===== src/design/avr_pkg.sv =====
// Shared types, widths and constants of the arrowhead vertex rotator.
package avr_pkg;

    // Width of the vectoring datapath: a 17-bit difference scaled by 2^14, plus CORDIC growth.
    localparam int VEC_W = 34;
    // Width of the rotation datapath: a 12-bit offset scaled by 2^14, plus CORDIC growth.
    localparam int ROT_W = 29;
    localparam int ANG_W = 32;
    localparam int GUARD = 14;
    localparam int PROD_W = 60;
    localparam int GAIN_SHIFT = 44;
    localparam int ATAN_ENTRIES = 24;
    localparam int WING_PIXELS = 15;

    localparam logic [ANG_W-1:0] HALF_TURN = 32'h8000_0000;
    localparam logic signed [30:0] KINV_Q30 = 31'sd652032874;

    localparam logic [ANG_W-1:0] ATAN_TABLE [ATAN_ENTRIES] = '{
        32'd536870912, 32'd316933406, 32'd167458907, 32'd85004756,
        32'd42667331,  32'd21354465,  32'd10679838,  32'd5340245,
        32'd2670163,   32'd1335087,   32'd667544,    32'd333772,
        32'd166886,    32'd83443,     32'd41722,     32'd20861,
        32'd10430,     32'd5215,      32'd2608,      32'd1304,
        32'd652,       32'd326,       32'd163,       32'd81
    };

    typedef struct packed {
        logic signed [VEC_W-1:0] x;
        logic signed [VEC_W-1:0] y;
        logic [ANG_W-1:0]        z;
        logic                    zero;
        logic signed [15:0]      gx;
        logic signed [15:0]      gy;
    } t_vec_data;

    typedef struct packed {
        logic signed [ROT_W-1:0] ax;
        logic signed [ROT_W-1:0] ay;
        logic signed [ROT_W-1:0] bx;
        logic signed [ROT_W-1:0] by;
        logic [ANG_W-1:0]        z;
        logic signed [15:0]      gx;
        logic signed [15:0]      gy;
    } t_rot_data;

endpackage


===== src/design/avr_vec_cell.sv =====
// One CORDIC vectoring cell: a single micro-rotation towards the x axis.
module avr_vec_cell import avr_pkg::*; #(
    parameter int STAGE = 0
) (
    input  logic      i_clk,
    input  logic      i_rst_n,
    input  logic      i_en,
    input  logic      i_valid,
    input  t_vec_data i_data,
    output logic      o_valid,
    output t_vec_data o_data
);

    logic signed [VEC_W-1:0] sx;
    logic signed [VEC_W-1:0] sy;
    t_vec_data n_data;
    t_vec_data r_data;
    logic      r_valid;

    always_comb begin
        sx = i_data.x >>> STAGE;
        sy = i_data.y >>> STAGE;
        n_data = i_data;
        if (!i_data.y[VEC_W-1]) begin
            n_data.x = i_data.x + sy;
            n_data.y = i_data.y - sx;
            n_data.z = i_data.z + ATAN_TABLE[STAGE];
        end else begin
            n_data.x = i_data.x - sy;
            n_data.y = i_data.y + sx;
            n_data.z = i_data.z - ATAN_TABLE[STAGE];
        end
    end

    always_ff @(posedge i_clk) begin
        if (!i_rst_n) begin
            r_valid <= 1'b0;
        end else if (i_en) begin
            r_valid <= i_valid;
        end
    end

    always_ff @(posedge i_clk) begin
        if (i_en) begin
            r_data <= n_data;
        end
    end

    assign o_valid = r_valid;
    assign o_data  = r_data;

endmodule


===== config.mk =====
export PLATFORM = sky130hd
export DESIGN_NAME = avr_vec_cell
export DESIGN_NICKNAME = d
export VERILOG_FILES = /design/src/design/avr_pkg.sv /design/src/design/avr_vec_cell.sv
export SDC_FILE = /design/constraint.sdc
export NUM_CORES = 1
export LEC_CHECK = 0
export BUFFER_PORTS_ARGS = -buffer_cell sky130_fd_sc_hd__buf_2
export CAP_MARGIN = 20
export CORE_ASPECT_RATIO = 1.4
export CORE_MARGIN = 2
export CORE_UTILIZATION = 54
export DETAILED_ROUTE_END_ITERATION = 10
export PLACE_DENSITY = 0.82
export RECOVER_POWER = 50
export SYNTH_ARGS = -nofsm -noshare
export SYNTH_HDL_FRONTEND = slang
export SYNTH_SLANG_ARGS = --single-unit

===== constraint.sdc =====
create_clock -name i_clk -period 3.7 [get_ports i_clk]
set_input_delay 0.555 -clock i_clk [delete_from_list [all_inputs] [get_ports i_clk]]
set_output_delay 0.555 -clock i_clk [all_outputs]
set_load 0.05 [all_outputs]

==> results.md <==
* outcome: finished, violations left
* violations in the final reports: capacitance limit, slew limit
* I/O pin count: 271
* Slew headroom: -95.0%
* post-synthesis async set-or-reset flop share: 0%
* clock power share: 30.4%
* number of distinct library cells after synthesis: 79
* Reg2Reg Launch Point: o_valid
* final std cells w/o fill: 1541
* startpoint of the most critical hold path: i_data[22]
* Avg Inst Size Synth: 9.85 µm²
* fraction of power consumed by combinational cells: 36.1%
* cell area after synthesis: 0.00987 mm²
* top area cells in the synthesized netlist: edfxtp_1 (40%), ha_1 (13%), xnor2_1 (5.7%), a21oi_1 (5.1%), inv_1 (4.0%)
* num rows: 58
* number of buffers inserted by hold repair at cts: 0
* initial standard-cell utilization of the core: 55.1%
* hold crit path type: in -> reg
* Critical Path RT: 3.87 ns
* WP data arrival: 3.54 ns
* final design area excluding fillers: 0.0122 mm²
* maxcap violations: 1
* Psw: 2.31 mW
* Sequential Power Share: 33.5%
* Slew @ Worst Pin: 2.92 ns
* drt initial violations: 673
* ratio of cells with drive above 1 in the final layout: 26.6%
* die height: 164 µm
* Core ar.: 0.0179 mm²
* Setup Viol. Count Final: 0
* Vias: 9009
* post-route minimum period: 3.37 ns
* RSZ-0062 raised after global routing: false
* Fin Clk Skew: 0 ns
* clock slew seen by the registers of the worst setup and hold paths: 0.07 ns
* area share of the largest cell type after synthesis: 40.2%
* nature of the critical path endpoint: register
* Post-Route WL: 30.5 mm
* internal power: 3.54 mW
* per-cell via count in the routed design: 5.85
* Top FF cell, synth: edfxtp_1
* critical path launch point type: input port
* count of yosys warnings during synthesis: 0
* number of buffer cells added on primary ports: 270
* Period Utilization, post-route: 91.2%
* post-route DRC violation count: 0
* via count of the first global-routing pass: 8998
* setup slack after layout: 0.326 ns
* path type of the worst setup path: in -> reg
* count of cells resized by post-cts repair: 0
* leading area contributor after synthesis: edfxtp_1
* setup fix buffers added after clock tree synthesis: 0
* Setup Total Neg Slack: 0 ns
* most frequent cells after synthesis: edfxtp_1 (132), inv_1 (106), a21oi_1 (100), ha_1 (100), nor2_1 (74)
* post-route ant nets: 0
* worst-case setup slack after placement: -0.0154 ns
* routed length per placed instance: 19.8 µm
* drt first pass iters: 5
* FF+latch count, synth: 133
* detailed placement HPWL: 23.7 mm
* Final #Nets: 1527
* leakage power: 5.44 nW
* clock tree buffer depth: 2
* CTS HTree Levels: 4
* GRT Util Overall: 30.9%
* power density relative to cell area: 479 mW/mm²
* largest net degree at the start of global routing: 59
* last weighted congestion value of the routability-driven placer: 1.01
* clock tree from TritonCTS: yes
* cell count after placement: 1507
* count of flip-flops with a built-in enable after synthesis: 132
* area enclosed by the die boundary: 0.0194 mm²
* most repeated cell in the gate-level netlist after synthesis: edfxtp_1
* Register-to-Register Setup Slack: 3.07 ns
* largest fanout on the critical path: 12
* sink of the worst hold path: o_data[22]
* worst vdd ir: 0.291 mV
* number of antenna violations at the first check in global routing: 2
* hold depth: 1
* Skew-Pair Late Insertion Delay: 0.42 ns
* number of instances in the synthesized netlist: 1002
* signed area change from the synthesized netlist to the final layout: 23.8%
* cts bufs inserted: 17
* wire length of the first global-routing pass: 46.6 mm
* Seq/Total Area, Yosys: 40.4%
* Worst R2R Path Depth: 2
* placed cell areas: 0.0116 mm²
* final count of pins violating max slew: 53
* end of the worst register-to-register path: o_valid
* # clock sinks: 133
* root buffer selected by CTS: clkbuf_16
* fraction of power spent switching nets: 39.5%
* total congestion overflow after global routing: 0
* Max Fclk: 296 MHz
* Chip Width: 118 µm
* syn nets: 1243
* hold violation count in the final report: 0
* Final Hold Slack: 0.300 ns
-- power groups by stage --
stage	Sequential, mW	Combinational (mW)	Clock [mW]
after floorplan	2.66	0.817	0
after global placement	1.99	2.08	0
after detailed placement	1.99	2.09	0
after CTS	1.96	2.11	1.81
after global routing	1.98	2.24	1.86
final	1.96	2.11	1.78
-- per-layer routing --
layer	wire, µm	part of all wire (%)	track usage [%]	vias to the layer above
li1	-	-	-	4193
met1	10700	35	32.4	4196
met2	15600	51	56.5	480
met3	2060	6.8	5.31	140
met4	2080	6.8	20.9	0
met5	0	0	0	-
-- logic make-up (layout without fill, tap and decap cells) --
family / count (synthesis) / in the layout / share of synthesized area [%]
compound gates: 305 / 305 / 21.1
simple gates: 221 / 221 / 11.0
buf+inv: 153 / 450 / 6.20
flops: 133 / 133 / 40.4
fa+ha+maj: 104 / 104 / 13.5
xor+xnor: 67 / 67 / 5.95
mux: 19 / 19 / 1.93
other cells: 0 / 2 / 0
-- worst max-delay path by stage --
stage,end,slack (ns),start
after global placement,o_data[96],-0.03,i_data[75]
after floorplan,o_data[97],0.69,i_data[65]
final,o_data[132],0.33,i_data[75]
after CTS,o_data[96],0.39,i_data[75]
after detailed placement,o_data[130],-0.02,i_data[75]
after global routing,o_data[132],0.19,i_data[75]
-- registers in the layout (all words and copies together), names as in the netlist --
signal and cells:
o_data 132, o_valid 1
-- metrics by stage --
stage / utilization [%] / power (mW)
after floorplan: - / 3.48
after global placement: 64.9 / 4.07
after detailed placement: 64.9 / 4.08
after CTS: 68.3 / 5.88
after global routing: 68.1 / 6.08
final: 68.1 / 5.86
-- worst max-delay path: stages --
cell and delay, ns:
buf_2 0.10, inv_1 0.04, ha_1 0.47, inv_1 0.28, o2111ai_1 0.24, a211oi_1 0.48, o21ai_2 0.23, nor4_4 0.31
o31ai_4 0.18, o31ai_2 0.31, o221ai_1 0.17, xnor2_1 0.16
-- layout make-up --
cell class	instances	area (µm²)
Antenna cell	2	5.00
Inverter	110	413
Fill cell	1525	5710
Multi-Input combinational cell	716	5270
Sequential cell	133	3980
Tap cell	240	300
Timing Repair Buffer	308	1630
Clock inverter	15	186
Clock buffer	17	425
-- layout by cell type (no fill, tap or decap), types with 18 or more instances in the layout --
| cell type | instances |
|---|---|
| buf_2 | 242 |
| edfxtp_1 | 132 |
| ha_1 | 100 |
| mux2i_1 | 19 |
| clkbuf_1 | 28 |
| buf_4 | 36 |
| a21oi_1 | 100 |
| nand2_1 | 53 |
| xnor2_1 | 64 |
| o21bai_1 | 19 |
| a21o_1 | 18 |
| inv_1 | 106 |
| nor2_1 | 74 |
| o21ai_0 | 48 |
Power figures use the tool's default switching activity.
