### src/design/avr_pkg.sv
// Shared types, widths and constants of the arrowhead vertex rotator.
package avr_pkg;

    // Width of the vectoring datapath: a 17-bit difference scaled by 2^14, plus CORDIC growth.
    localparam int VEC_W = 34;
    // Width of the rotation datapath: a 12-bit offset scaled by 2^14, plus CORDIC growth.
    localparam int ROT_W = 29;
    localparam int ANG_W = 32;
    localparam int GUARD = 14;
    localparam int PROD_W = 60;
    localparam int GAIN_SHIFT = 44;
    localparam int ATAN_ENTRIES = 24;
    localparam int WING_PIXELS = 15;

    localparam logic [ANG_W-1:0] HALF_TURN = 32'h8000_0000;
    localparam logic signed [30:0] KINV_Q30 = 31'sd652032874;

    localparam logic [ANG_W-1:0] ATAN_TABLE [ATAN_ENTRIES] = '{
        32'd536870912, 32'd316933406, 32'd167458907, 32'd85004756,
        32'd42667331,  32'd21354465,  32'd10679838,  32'd5340245,
        32'd2670163,   32'd1335087,   32'd667544,    32'd333772,
        32'd166886,    32'd83443,     32'd41722,     32'd20861,
        32'd10430,     32'd5215,      32'd2608,      32'd1304,
        32'd652,       32'd326,       32'd163,       32'd81
    };

    typedef struct packed {
        logic signed [VEC_W-1:0] x;
        logic signed [VEC_W-1:0] y;
        logic [ANG_W-1:0]        z;
        logic                    zero;
        logic signed [15:0]      gx;
        logic signed [15:0]      gy;
    } t_vec_data;

    typedef struct packed {
        logic signed [ROT_W-1:0] ax;
        logic signed [ROT_W-1:0] ay;
        logic signed [ROT_W-1:0] bx;
        logic signed [ROT_W-1:0] by;
        logic [ANG_W-1:0]        z;
        logic signed [15:0]      gx;
        logic signed [15:0]      gy;
    } t_rot_data;

endpackage

### src/design/avr_gain.sv
// Gain correction, goal offset and saturation, ending in the output register.
module avr_gain import avr_pkg::*; (
    input  logic               i_clk,
    input  logic               i_rst_n,
    input  logic               i_valid,
    input  t_rot_data          i_data,
    input  logic               i_ready,
    output logic               o_en,
    output logic               o_valid,
    output logic signed [15:0] o_first_wing_x,
    output logic signed [15:0] o_first_wing_y,
    output logic signed [15:0] o_second_wing_x,
    output logic signed [15:0] o_second_wing_y
);

    localparam logic signed [PROD_W-1:0] ROUND_HALF =
        PROD_W'(64'sd1 <<< (GAIN_SHIFT - 1));

    logic                     en_mul;
    logic                     en_out;
    logic                     r_mul_valid;
    logic signed [PROD_W-1:0] r_pax;
    logic signed [PROD_W-1:0] r_pay;
    logic signed [PROD_W-1:0] r_pbx;
    logic signed [PROD_W-1:0] r_pby;
    logic signed [15:0]       r_gx;
    logic signed [15:0]       r_gy;
    logic                     r_out_valid;
    logic signed [15:0]       r_fx;
    logic signed [15:0]       r_fy;
    logic signed [15:0]       r_sx;
    logic signed [15:0]       r_sy;
    logic signed [15:0]       n_fx;
    logic signed [15:0]       n_fy;
    logic signed [15:0]       n_sx;
    logic signed [15:0]       n_sy;

    // Rounds the scaled product, adds the goal coordinate and clamps to 16 bits.
    function automatic logic signed [15:0] place(input logic signed [PROD_W-1:0] p,
                                                  input logic signed [15:0] g);
        logic signed [PROD_W-1:0] t;
        logic signed [16:0]       r;
        logic signed [16:0]       s;
        t = p + ROUND_HALF;
        r = {t[PROD_W-1], t[PROD_W-1 -: 16]};
        s = r + {g[15], g};
        if (s > 17'sd32767) begin
            place = 16'sh7FFF;
        end else if (s < -17'sd32768) begin
            place = 16'sh8000;
        end else begin
            place = s[15:0];
        end
    endfunction

    assign en_out = !r_out_valid || i_ready;
    assign en_mul = !r_mul_valid || en_out;
    assign o_en   = en_mul;

    always_ff @(posedge i_clk) begin
        if (!i_rst_n) begin
            r_mul_valid <= 1'b0;
            r_out_valid <= 1'b0;
        end else begin
            if (en_mul) begin
                r_mul_valid <= i_valid;
            end
            if (en_out) begin
                r_out_valid <= r_mul_valid;
            end
        end
    end

    always_ff @(posedge i_clk) begin
        if (en_mul) begin
            r_pax <= PROD_W'(i_data.ax) * PROD_W'(KINV_Q30);
            r_pay <= PROD_W'(i_data.ay) * PROD_W'(KINV_Q30);
            r_pbx <= PROD_W'(i_data.bx) * PROD_W'(KINV_Q30);
            r_pby <= PROD_W'(i_data.by) * PROD_W'(KINV_Q30);
            r_gx  <= i_data.gx;
            r_gy  <= i_data.gy;
        end
    end

    always_comb begin
        n_fx = place(r_pax, r_gx);
        n_fy = place(r_pay, r_gy);
        n_sx = place(r_pbx, r_gx);
        n_sy = place(r_pby, r_gy);
    end

    always_ff @(posedge i_clk) begin
        if (en_out) begin
            r_fx <= n_fx;
            r_fy <= n_fy;
            r_sx <= n_sx;
            r_sy <= n_sy;
        end
    end

    assign o_valid         = r_out_valid;
    assign o_first_wing_x  = r_fx;
    assign o_first_wing_y  = r_fy;
    assign o_second_wing_x = r_sx;
    assign o_second_wing_y = r_sy;

endmodule

### config.mk
export PLATFORM = sky130hd
export DESIGN_NAME = avr_gain
export DESIGN_NICKNAME = d
export VERILOG_FILES = /design/src/design/avr_pkg.sv /design/src/design/avr_gain.sv
export SDC_FILE = /design/constraint.sdc
export NUM_CORES = 2
export LEC_CHECK = 0
export BUFFER_PORTS_ARGS = -buffer_cell sky130_fd_sc_hd__buf_2
export CORE_ASPECT_RATIO = 1.2
export CORE_MARGIN = 8
export CORE_UTILIZATION = 45
export DETAILED_ROUTE_END_ITERATION = 16
export PLACE_DENSITY = 0.63
export SLEW_MARGIN = 20
export SYNTH_ARGS = -nofsm -noshare
export SYNTH_HDL_FRONTEND = slang
export SYNTH_SLANG_ARGS = --single-unit
### constraint.sdc
create_clock -name i_clk -period 8.28 [get_ports i_clk]
set_clock_uncertainty 0.15 [all_clocks]
set_input_delay 0.828 -clock i_clk [delete_from_list [all_inputs] [get_ports i_clk]]
set_output_delay 0.828 -clock i_clk [all_outputs]
set_load 0.05 [all_outputs]
==> out/qor.json <==
{
  "synth.top_cells.by_area": {"value": "fa_1 44%, ha_1 25%, inv_1 12%, edfxtp_1 7.3%, xnor2_1 1.5%"},
  "post-place-cells": {"value": 8810},
  "netlist_area": {"value": 67300, "unit": "µm²"},
  "netlist_top_cells_count": {"value": "2192 x inv_1, 1470 x fa_1, 1339 x ha_1, 201 x a21oi_1, 164 x edfxtp_1"},
  "timing.reg2reg.worst_path_depth": {"value": 15},
  "sequential_area_share_after_synthesis": {"value": 7.37, "unit": "%"},
  "hold_viol_final": {"value": 0},
  "dpl_cell_area": {"value": 72300, "unit": "µm²"},
  "fillerInstances": {"value": 13900},
  "groute.usage.overall": {"value": 22.7, "unit": "%"},
  "core_area": {"value": 149000, "unit": "µm²"},
  "slew_violations": {"value": 0},
  "final.period_utilization": {"value": 93.4, "unit": "%"},
  "die-area": {"value": 162000, "unit": "µm²"},
  "cts.htree.levels": {"value": 4},
  "worstPathRequired": {"value": 8.32, "unit": "ns"},
  "clk_path_buf_depth": {"value": 2},
  "yosysWarnings": {"value": 0},
  "cts-buffers-inserted": {"value": 17},
  "grt_max_degree": {"value": 67},
  "syn_area_per_cell": {"value": 10.4, "unit": "µm²"},
  "max_slew_margin": {"value": 38.8, "unit": "%"},
  "setup_violations": {"value": 0},
  "drt_wl_total": {"value": 180000, "unit": "µm"},
  "layout_min_cycle_time": {"value": 7.74, "unit": "ns"},
  "ctsRootBufferMaster": {"value": "clkbuf_16"},
  "grt-ovfl-total": {"value": 0},
  "netlist.area_leader.share": {"value": 43.7, "unit": "%"},
  "timing.rr.end": {"value": "o_second_wing_y[12]"},
  "start_kind": {"value": "primary input"},
  "gp_congestion": {"value": 0.987},
  "worstReg2RegStart": {"value": "r_pby[45]"},
  "numPortBuffers": {"value": 217},
  "max-cap-violations": {"value": 0},
  "synthesis.instances": {"value": 6445},
  "floorplan.initialDensity": {"value": 45.3, "unit": "%"},
  "setup.worst_path.start": {"value": "i_data[82]"},
  "synth_edf_count": {"value": 164},
  "wire_per_inst": {"value": 20.3, "unit": "µm"},
  "viasPerCell": {"value": 4.99},
  "path_clk_slew": {"value": 0.07, "unit": "ns"},
  "floorplan.rows": {"value": 155},
  "syn_to_final_growth": {"value": 8.27, "unit": "%"},
  "achievable-frequency": {"value": 129, "unit": "MHz"},
  "tritoncts": {"value": "yes"},
  "max_slew.worst_pin.slew": {"value": 0.917, "unit": "ns"},
  "holdCritPathClass": {"value": "primary input to flip-flop"},
  "drt_iter0_markers": {"value": 2022},
  "critical_path.max_fanout": {"value": 7},
  "setup_total_negative_slack": {"value": 0, "unit": "ns"},
  "nNetsFinal": {"value": 9860},
  "postRouteAntennaNets": {"value": 0},
  "die-height": {"value": 440, "unit": "µm"},
  "cts_setup_buffers": {"value": 0},
  "post_route_cell_area": {"value": 72900, "unit": "µm²"},
  "synth-async-reset-ratio": {"value": 0, "unit": "%"},
  "detailedRoute.firstPassIterationCount": {"value": 5},
  "cp_data_arrival_time": {"value": 7.78, "unit": "ns"},
  "die-width": {"value": 369, "unit": "µm"},
  "clock_sinks": {"value": 166},
  "most_frequent_cell_after_synthesis": {"value": "inv_1"},
  "yosys.cell_types.count": {"value": 75},
  "ffs_latches_synth": {"value": 166},
  "detailedPlacementHpwl": {"value": 169000, "unit": "µm"},
  "layout-drive-gt1-share": {"value": 7.12, "unit": "%"},
  "setup.reg_to_reg.worst_slack": {"value": 3.90, "unit": "ns"},
  "wire_length_of_the_first_global_routing_pass": {"value": 284000, "unit": "µm"},
  "criticalPathCategory": {"value": "primary input to flip-flop"},
  "grt_pass1_vias": {"value": 50600},
  "antenna_violations_before_repair": {"value": 14},
  "drcViolationCount": {"value": 0},
  "io-pin-count": {"value": 250},
  "crit_end": {"value": "r_pby[59]"},
  "finish.cell_count_without_fillers": {"value": 8850},
  "synth_flop_cell": {"value": "edfxtp_1"},
  "endpoint_kind": {"value": "flip-flop"},
  "yosys.area.top_type": {"value": "fa_1"},
  "rsz0062_at_grt": {"value": "false"},
  "syn-num-nets": {"value": 9438},
  "outcome": {"value": "finished clean"},
  "clk_latency": {"value": 0.45, "unit": "ns"},
  "routed-via-count": {"value": 44200}
}
## how the worst min path moves through the flow
| stage | slack, ns | end | from | depth (start not counted) |
|---|---|---|---|---|
| after global routing | 0.39 | r_gy[7] | i_data[7] | 1 |
| after global placement | 0.55 | r_mul_valid | r_mul_valid | 2 |
| after CTS | 0.38 | r_gy[7] | i_data[7] | 1 |
| after detailed placement | 0.55 | r_mul_valid | r_mul_valid | 2 |
| after floorplan | 0.31 | o_valid | r_mul_valid | 1 |
| final | 0.41 | r_gy[7] | i_data[7] | 1 |
## through the flow
step	utilization, %	worst slack, ns	hold WS [ns]
finish	49.0	0.543	0.406
CTS	49.0	0.435	0.381
floorplan	-	0.854	0.313
global route	49.0	0.161	0.387
detailed placement	48.6	-0.0115	0.553
global placement	48.6	-0.00541	0.545
## sequential cells by signal, summed over array words and instances (netlist names)
signal	flops
o_first_wing_y	16
r_gx	16
o_second_wing_y	16
o_first_wing_x	16
r_pax	17
o_second_wing_x	16
r_mul_valid	1
o_valid	1
r_pby	17
r_pbx	17
r_pay	17
r_gy	16
## cells by family (layout without fill, tap and decap cells)
family | Yosys count | in the layout | synth area share [%]
adders and majority gates | 2817 | 2817 | 68.7
muxes | 1 | 1 | 0.0149
AOI/OAI and AO/OA | 578 | 578 | 5.49
and+or+nand+nor | 495 | 495 | 3.72
buffers and inverters | 2205 | 2640 | 12.3
xor gates and xnor gates | 183 | 183 | 2.38
other | 0 | 8 | 0
DFF | 166 | 166 | 7.37
## cells in the final DEF, fill, tap and decap left out, types with 7 or more instances in the layout
cell type / netlist / routed
inv_1: 2192 / 2191
fa_1: 1470 / 1470
ha_1: 1339 / 1339
buf_2: 4 / 217
a21oi_1: 201 / 201
buf_4: 2 / 199
edfxtp_1: 164 / 164
nor2_1: 118 / 118
xnor2_1: 116 / 116
o21ai_0: 97 / 97
nand2_1: 93 / 92
a21o_1: 84 / 84
xor2_1: 67 / 67
nand3_1: 64 / 64
nand4_1: 43 / 43
nor2b_1: 30 / 30
and3_1: 30 / 30
o21a_1: 29 / 29
nor3_1: 27 / 27
nand2b_1: 24 / 24
o21bai_1: 21 / 21
a211oi_1: 19 / 19
a31oi_1: 18 / 18
or2_2: 17 / 17
clkbuf_16: 0 / 17
o211ai_1: 12 / 12
o31ai_1: 10 / 10
or3_1: 10 / 10
diode_2: 0 / 8
and4_1: 8 / 8
maj3_1: 8 / 8
and2_1: 7 / 7
a211o_1: 7 / 7
## final cells by class
cell class                 count  area, µm²  share of cell area [%]
multi-input combinational   4074      54100                    74.2
inverter                    2192       8230                    11.3
sequential                   166       4960                    6.81
timing repair buffer         416       2580                    3.54
tap                         1962       2450                    3.37
clock buffer                  18        429                   0.589
clock inverter                14        149                   0.204
antenna                        8       20.0                  0.0275
## metal layers
metal	vias up	global-route usage [%]	part of all wire [%]
li1	20600	-	-
met2	861	41.6	51
met4	6	7.28	3.9
met1	22500	28.1	42
met5	-	0	0.019
met3	244	2.26	3.7
## timing repair
action | 4_1_cts | 5_1_grt
setup endpoints to repair | 0 | 1
hold buffers | 0 | 0
resized for setup | 0 | 1
## worst max-delay path: stages
cell,delay [ns]
buf_2,0.19
fa_1,0.62
inv_1,0.08
fa_1,0.50
inv_1,0.06
fa_1,0.53
fa_1,0.56
inv_1,0.07
fa_1,0.46
fa_1,0.49
inv_1,0.05
fa_1,0.45
fa_1,0.40
ha_1,0.38
nand4_1,0.11
nor4_1,0.33
nor3b_2,0.41
a211oi_1,0.17
buf_4,0.19
nor3b_2,0.25
o21a_1,0.17
nor2_1,0.06
o31ai_1,0.28
xnor2_1,0.11
Power is not shown: default switching activity piles up to over one toggle a cycle in this logic, so the estimate is an artifact.
